==> src/lpr_pkg.sv <==
// Shared constants and types for the LRU page replacement core.
package lpr_pkg;

  // Default geometry of the frame table.
  localparam int FRAMES_DEF    = 8;
  localparam int PAGE_BITS_DEF = 16;

  // Fixed field widths.
  localparam int CAP_W   = 4;
  localparam int FAULT_W = 32;

  // Capacity after reset.
  localparam logic [CAP_W-1:0] CAP_RESET = 4'd8;

  // Control word broadcast from the sequencer to every frame cell.
  typedef struct packed {
    logic look;   // compare the broadcast page against the stored page
    logic upd;    // apply the table update for the current request
    logic hit;    // the request hit a resident page
    logic evict;  // the request misses and replaces the LRU page
  } lpr_cmd_t;

endpackage

==> src/lpr_cell.sv <==
// One frame of the LRU table: page tag, valid bit, age rank and chain links.
module lpr_cell #(
  parameter int PAGE_BITS = lpr_pkg::PAGE_BITS_DEF,
  parameter int AGE_W     = 3
) (
  input  logic                 clk,
  input  logic                 rst_n,
  input  lpr_pkg::lpr_cmd_t    cmd,
  input  logic [PAGE_BITS-1:0] page,
  input  logic [AGE_W-1:0]     found_age,
  input  logic [AGE_W-1:0]     victim_age,
  input  logic                 hit_in,
  input  logic [AGE_W-1:0]     age_in,
  input  logic                 free_in,
  input  logic [PAGE_BITS-1:0] evpage_in,
  output logic                 hit_out,
  output logic [AGE_W-1:0]     age_out,
  output logic                 free_out,
  output logic [PAGE_BITS-1:0] evpage_out
);
  import lpr_pkg::*;

  logic                 valid_r, valid_nxt;
  logic [AGE_W-1:0]     age_r, age_nxt;
  logic [PAGE_BITS-1:0] page_r, page_nxt;
  logic                 match_r, match_nxt;
  logic                 victim;
  logic                 claim;

  // The oldest resident frame holds the highest rank.
  assign victim = valid_r && (age_r == victim_age);
  // The first empty frame along the chain takes a new page.
  assign claim  = !valid_r && !free_in;

  // Chain links toward the next cell.
  assign hit_out    = hit_in | match_r;
  assign age_out    = age_in | (match_r ? age_r : '0);
  assign free_out   = free_in | !valid_r;
  assign evpage_out = evpage_in | (victim ? page_r : '0);

  // Next state of this frame.
  always_comb begin
    valid_nxt = valid_r;
    age_nxt   = age_r;
    page_nxt  = page_r;
    match_nxt = match_r;
    if (cmd.look) begin
      match_nxt = valid_r && (page_r == page);
    end
    if (cmd.upd) begin
      if (cmd.hit) begin
        if (match_r) begin
          age_nxt = '0;
        end else if (valid_r && (age_r < found_age)) begin
          age_nxt = age_r + AGE_W'(1);
        end
      end else if (cmd.evict) begin
        if (victim) begin
          page_nxt = page;
          age_nxt  = '0;
        end else if (valid_r) begin
          age_nxt = age_r + AGE_W'(1);
        end
      end else begin
        if (claim) begin
          valid_nxt = 1'b1;
          page_nxt  = page;
          age_nxt   = '0;
        end else if (valid_r) begin
          age_nxt = age_r + AGE_W'(1);
        end
      end
    end
  end

  // Frame registers; the page tag needs no reset.
  always_ff @(posedge clk) begin
    if (!rst_n) begin
      valid_r <= 1'b0;
      age_r   <= '0;
      match_r <= 1'b0;
    end else begin
      valid_r <= valid_nxt;
      age_r   <= age_nxt;
      match_r <= match_nxt;
    end
    page_r <= page_nxt;
  end

endmodule

==> src/lru_page_replacement_core.sv <==
// Top level of the LRU page replacement core: request sequencer and a chain of frame cells.
// Each request carries one page number and produces one result: hit flag, eviction flag,
// evicted page and the running saturating fault count. Each request passes the sequencer
// steps accept, associative compare in every frame cell and table update, and the next
// is taken only after that update; a new request is accepted while the previous result still
// waits in the output register, and only the update step waits for that register to empty.
// The frame table holds FRAMES cells, each with a page tag, a valid bit and an age rank;
// rank 0 is the most recently used page. The capacity register limits how many frames are
// used (zero acts as one, values above FRAMES act as FRAMES) and should be written only
// while no request is in flight.
module lru_page_replacement_core #(
  parameter int FRAMES    = lpr_pkg::FRAMES_DEF,
  parameter int PAGE_BITS = lpr_pkg::PAGE_BITS_DEF,
  localparam int IN_W     = ((PAGE_BITS + 7) / 8) * 8,
  localparam int OUT_W    = ((2 + PAGE_BITS + lpr_pkg::FAULT_W + 7) / 8) * 8
) (
  input  logic                      clk,
  input  logic                      rst_n,
  // Request channel.
  input  logic                      in_tvalid,
  output logic                      in_tready,
  input  logic [IN_W-1:0]           in_tdata,   // page_number
  // Result channel.
  output logic                      out_tvalid,
  input  logic                      out_tready,
  output logic [OUT_W-1:0]          out_tdata,  // hit, evicted_valid, evicted_page, fault_total
  // Capacity register.
  input  logic                      cfg_wen,
  input  logic [lpr_pkg::CAP_W-1:0] cfg_wdata
);
  import lpr_pkg::*;

  localparam int AGE_W = (FRAMES > 1) ? $clog2(FRAMES) : 1;
  localparam int CNT_W = $clog2(FRAMES + 1);

  typedef enum logic [1:0] {S_IDLE, S_LOOK, S_UPD} state_t;

  state_t               state_r, state_nxt;
  logic [PAGE_BITS-1:0] page_r, page_nxt;
  logic [CNT_W-1:0]     rc_r, rc_nxt;
  logic [FAULT_W-1:0]   fault_r, fault_nxt;
  logic [CAP_W-1:0]     cap_r, cap_nxt;
  logic                 out_valid_r, out_valid_nxt;
  logic [OUT_W-1:0]     out_data_r, out_data_nxt;

  lpr_cmd_t             cmd;
  logic [CNT_W-1:0]     eff_cap;
  logic [AGE_W-1:0]     victim_age;
  logic                 out_free;

  // Chain links between the cells.
  logic [FRAMES:0]      hit_c;
  logic [FRAMES:0]      free_c;
  logic [AGE_W-1:0]     age_c [FRAMES+1];
  logic [PAGE_BITS-1:0] ev_c  [FRAMES+1];

  assign hit_c[0]  = 1'b0;
  assign free_c[0] = 1'b0;
  assign age_c[0]  = '0;
  assign ev_c[0]   = '0;

  // Row of frame cells.
  for (genvar g = 0; g < FRAMES; g++) begin : g_cell
    lpr_cell #(
      .PAGE_BITS (PAGE_BITS),
      .AGE_W     (AGE_W)
    ) u_cell (
      .clk        (clk),
      .rst_n      (rst_n),
      .cmd        (cmd),
      .page       (page_r),
      .found_age  (age_c[FRAMES]),
      .victim_age (victim_age),
      .hit_in     (hit_c[g]),
      .age_in     (age_c[g]),
      .free_in    (free_c[g]),
      .evpage_in  (ev_c[g]),
      .hit_out    (hit_c[g+1]),
      .age_out    (age_c[g+1]),
      .free_out   (free_c[g+1]),
      .evpage_out (ev_c[g+1])
    );
  end

  // Capacity in use: zero acts as one and values above the table size are clamped to it.
  always_comb begin
    if (cap_r == '0) begin
      eff_cap = CNT_W'(1);
    end else if (32'(cap_r) > 32'(FRAMES)) begin
      eff_cap = CNT_W'(FRAMES);
    end else begin
      eff_cap = CNT_W'(cap_r);
    end
  end

  // Ranks of resident frames are distinct, so the LRU frame has rank count minus one.
  assign victim_age = AGE_W'(rc_r - CNT_W'(1));

  assign out_free  = !out_valid_r || out_tready;
  assign in_tready = (state_r == S_IDLE);

  // Commands to the cells.
  always_comb begin
    cmd.look  = (state_r == S_LOOK);
    cmd.upd   = (state_r == S_UPD) && out_free;
    cmd.hit   = hit_c[FRAMES];
    cmd.evict = !hit_c[FRAMES] && (rc_r >= eff_cap) && (rc_r != '0);
  end

  // Sequencer, counters and result register.
  always_comb begin
    state_nxt     = state_r;
    page_nxt      = page_r;
    rc_nxt        = rc_r;
    fault_nxt     = fault_r;
    cap_nxt       = cap_r;
    out_valid_nxt = out_valid_r;
    out_data_nxt  = out_data_r;

    if (cfg_wen) begin
      cap_nxt = cfg_wdata;
    end
    if (out_tready) begin
      out_valid_nxt = 1'b0;
    end

    unique case (state_r)
      S_IDLE: begin
        if (in_tvalid) begin
          page_nxt  = in_tdata[PAGE_BITS-1:0];
          state_nxt = S_LOOK;
        end
      end
      S_LOOK: begin
        state_nxt = S_UPD;
      end
      S_UPD: begin
        if (out_free) begin
          if (!cmd.hit) begin
            if (fault_r != '1) begin
              fault_nxt = fault_r + FAULT_W'(1);
            end
            if (!cmd.evict) begin
              rc_nxt = rc_r + CNT_W'(1);
            end
          end
          out_data_nxt                          = '0;
          out_data_nxt[0]                       = cmd.hit;
          out_data_nxt[1]                       = cmd.evict;
          out_data_nxt[2 +: PAGE_BITS]          = cmd.evict ? ev_c[FRAMES] : '0;
          out_data_nxt[2+PAGE_BITS +: FAULT_W]  = fault_nxt;
          out_valid_nxt                         = 1'b1;
          state_nxt                             = S_IDLE;
        end
      end
      default: begin
        state_nxt = S_IDLE;
      end
    endcase
  end

  always_ff @(posedge clk) begin
    if (!rst_n) begin
      state_r     <= S_IDLE;
      rc_r        <= '0;
      fault_r     <= '0;
      cap_r       <= CAP_RESET;
      out_valid_r <= 1'b0;
    end else begin
      state_r     <= state_nxt;
      rc_r        <= rc_nxt;
      fault_r     <= fault_nxt;
      cap_r       <= cap_nxt;
      out_valid_r <= out_valid_nxt;
    end
    page_r     <= page_nxt;
    out_data_r <= out_data_nxt;
  end

  assign out_tvalid = out_valid_r;
  assign out_tdata  = out_data_r;

endmodule

==> config.mk <==
export PLATFORM = sky130hd
export DESIGN_NAME = lru_page_replacement_core
export DESIGN_NICKNAME = d
export VERILOG_FILES = /design/src/lpr_pkg.sv /design/src/lpr_cell.sv /design/src/lru_page_replacement_core.sv
export SDC_FILE = /design/constraint.sdc
export NUM_CORES = 1
export LEC_CHECK = 0
export ABC_AREA = 1
export BUFFER_PORTS_ARGS = -buffer_cell sky130_fd_sc_hd__buf_2
export CORE_ASPECT_RATIO = 1.75
export CORE_MARGIN = 2
export CORE_UTILIZATION = 37
export CTS_CLUSTER_SIZE = 10
export DETAILED_ROUTE_END_ITERATION = 16
export SETUP_SLACK_MARGIN = 0.05
export SYNTH_ARGS = -nofsm -noshare
export SYNTH_HDL_FRONTEND = slang
export SYNTH_SLANG_ARGS = --single-unit
==> constraint.sdc <==
create_clock -name clk -period 3.6 [get_ports clk]
set_input_delay 0.54 -clock clk [delete_from_list [all_inputs] [get_ports clk]]
set_output_delay 0.54 -clock clk [all_outputs]
set_load 0.005 [all_outputs]
==> out/results.txt <==
CP Launch Type: register
DRC violations left: 0
final wirelength: 53630 um
Seq/Total Area, Yosys: 48.96%
Synth area leaders: edfxtp_1 (38%), nand2_1 (12%), dfxtp_1 (11%), nor2_1 (6.2%), inv_1 (4.9%)
post-route minimum period: 2.733 ns
clock skew after layout: 0.02667 ns
Layout Nets: 2008
status: completed
CP Capture Type: register
row cnt: 98
data required time of the critical path: 3.81 ns
dpl hpwl: 40220 um
largest net degree at the start of global routing: 50
Slew Limit Headroom: 31.63%
DR vias: 13319
HP Start: in_tdata[5]
Post-CTS Hold Buffers: 0
critical path class: register to register
die area: 43030 um^2
DRT iter0 DRCs: 1123
Max Slew Vio Count: 0
cell area after synthesis: 15290 um^2
Internal: 5.609 mW
first-pass iteration count of the detailed router: 5
CTS tree: built
core area: 40830 um^2
routed via count divided by cell count: 5.238
cells after synthesis: 1869
Die W: 157.7 um
Starting Density: 37.45%
grt total ovfl: 0
sequential share of power: 47.9%
Mean Syn Cell Area: 8.181 um^2
post-place instance area: 16430 um^2
first-pass GRT wire length: 79680 um
# diodes: 0
synthesis-stage register bit count: 277
number of global-route vias before repair: 13049
Yosys cell types: 56
most common flop cell mapped by yosys: edfxtp_1
share of cells above drive strength 1: 12.39%
Yosys Warn Count: 0
Leak: 7.247 nW
wire per inst: 21.09 um
Root Driver: clkbuf_16
clock power share: 44.5%
Slew @ Worst Pin: 1.016 ns
setup TNS: 0 ns
CTS clk-pin slew, worst paths: 0.06 ns
switching pwr: 1.869 mW
Setup Fix Bufs, Post-CTS: 0
Clock Sinks: 277
Post-CTS Resized: 0
Sw Share: 24.99%
worst skew pair latency: 0.54 ns
# setup viols final: 0
peak fanout along the critical path: 16
fmax: 0.3660 GHz
die outline height: 272.9 um
leading area contributor after synthesis: edfxtp_1
fin area: 17490 um^2
I/O pin count: 83
clock tree buffer depth: 3
RSZ-0062 raised after global routing: false
top cell type's share of synthesized area: 38.10%
total of max-cap violations: 0
Peak supply drop: 0.0003293 V
fin crit share: 75.90%
Worst EP arrival: 2.94 ns
CP Launch Point: rc_r[0]
CTS buffer count: 34
Post-synth ARST share: 0%
Util after Layout: 42.83%
dpl cells: 2482
total power draw: 7.478 mW
Post-DRT Antenna Nets: 0
most common cell in the netlist: nand2_1
Tot GR Track Use: 24.97%
pwr dens: 427.7 nW/um^2
Final Non-Filler Cells: 2543
number of flops mapped to enable cells by yosys: 194
Hold Fails Final Rpt: 0
RD Place Congestion: 1.032
initial antenna violation count: 0
top cells by count, synth: nand2_1 (479), nor2_1 (251), inv_1 (200)
worst min path class: primary input to register
Worst R2R Start: rc_r[0]
Max H-tree Level: 2
I/O Buffers: 76
Comb pwr share: 7.6%
Layout area overhead: 14.36%
## layout by cell type, fill, tap and decap left out, types with 53 or more instances in the layout
cell type    n
a21oi_1     81
buf_2       76
dfxtp_1     83
edfxtp_1   194
inv_1      199
nand2_1    479
nand3_1     88
nor2_1     251
o21ai_0     62
xor2_1      53
## cell type report
cell class,count,area [um^2]
multi-input combinational,1313,6676
inverter,216,819.5
clock inverter,2,32.53
timing repair buffer,126,755.7
sequential,277,7487
fill,4125,23340
clock buffer,59,1027
tap,550,688.2
## cells by family (layout without fill, tap and decap cells)
kind of cell,Yosys count,count (layout),share of synthesized area [%]
buffers and inverters,284,403,7.552
xor gates and xnor gates,101,101,6.325
AOI/OAI and AO/OA,254,254,9.427
other,1,6,0.02452
DFF,277,277,48.96
and+or+nand+nor,937,937,26.48
adders and majority gates,15,15,1.227
## routing by layer
metal,track usage (%),part of all wire (%)
met5,0,0
met3,3.314,4.4
met2,46.26,53
met4,20.57,9.7
met1,23.99,33
## flip-flops by register name (all words and copies together), names as in the netlist
name / cells
g_cell.u_cell.match_r: 8
cap_r: 4
out_tdata: 50
out_tvalid: 1
fault_r: 32
rc_r: 4
g_cell.u_cell.age_r: 24
page_r: 16
state_r: 2
g_cell.u_cell.page_r: 128
g_cell.u_cell.valid_r: 8
## final timing paths
check	slack, ns	cells after the start	end
max	0.87	12	g_cell[7].u_cell.page_r[6]
min	0.17	1	page_r[5]
max reg2reg	0.87	12	g_cell[7].u_cell.page_r[6]
min reg2reg	0.48	2	cap_r[1]
## power by group through the flow
stage | sequential [mW] | combinational (mW) | clock [mW]
6_report | 3.58 | 0.567 | 3.33
3_5_place_dp | 3.65 | 0.563 | 0
4_1_cts | 3.58 | 0.566 | 3.39
2_1_floorplan | 3.61 | 0.378 | 0
3_3_place_gp | 3.65 | 0.555 | 0
5_1_grt | 3.59 | 0.626 | 3.49
## worst max-delay path: stages (launching register included)
cell	delay (ns)
dfxtp_1	0.32
inv_2	0.24
ha_1	0.33
buf_4	0.19
nand2_1	0.08
nand2_1	0.09
a211oi_4	0.18
buf_4	0.20
nand2_2	0.17
nand2_1	0.14
o21ai_2	0.09
nor2_1	0.11
buf_4	0.26
## per-stage QoR
stage	setup WS [ns]	hold slack [ns]
after CTS	0.9143	0.1603
after global placement	0.9668	0.4742
final	0.8674	0.1745
after floorplan	0.7462	0.4483
after global routing	0.6701	0.1606
after detailed placement	0.9344	0.4729
No activity file was read; power rests on OpenSTA's default activity.
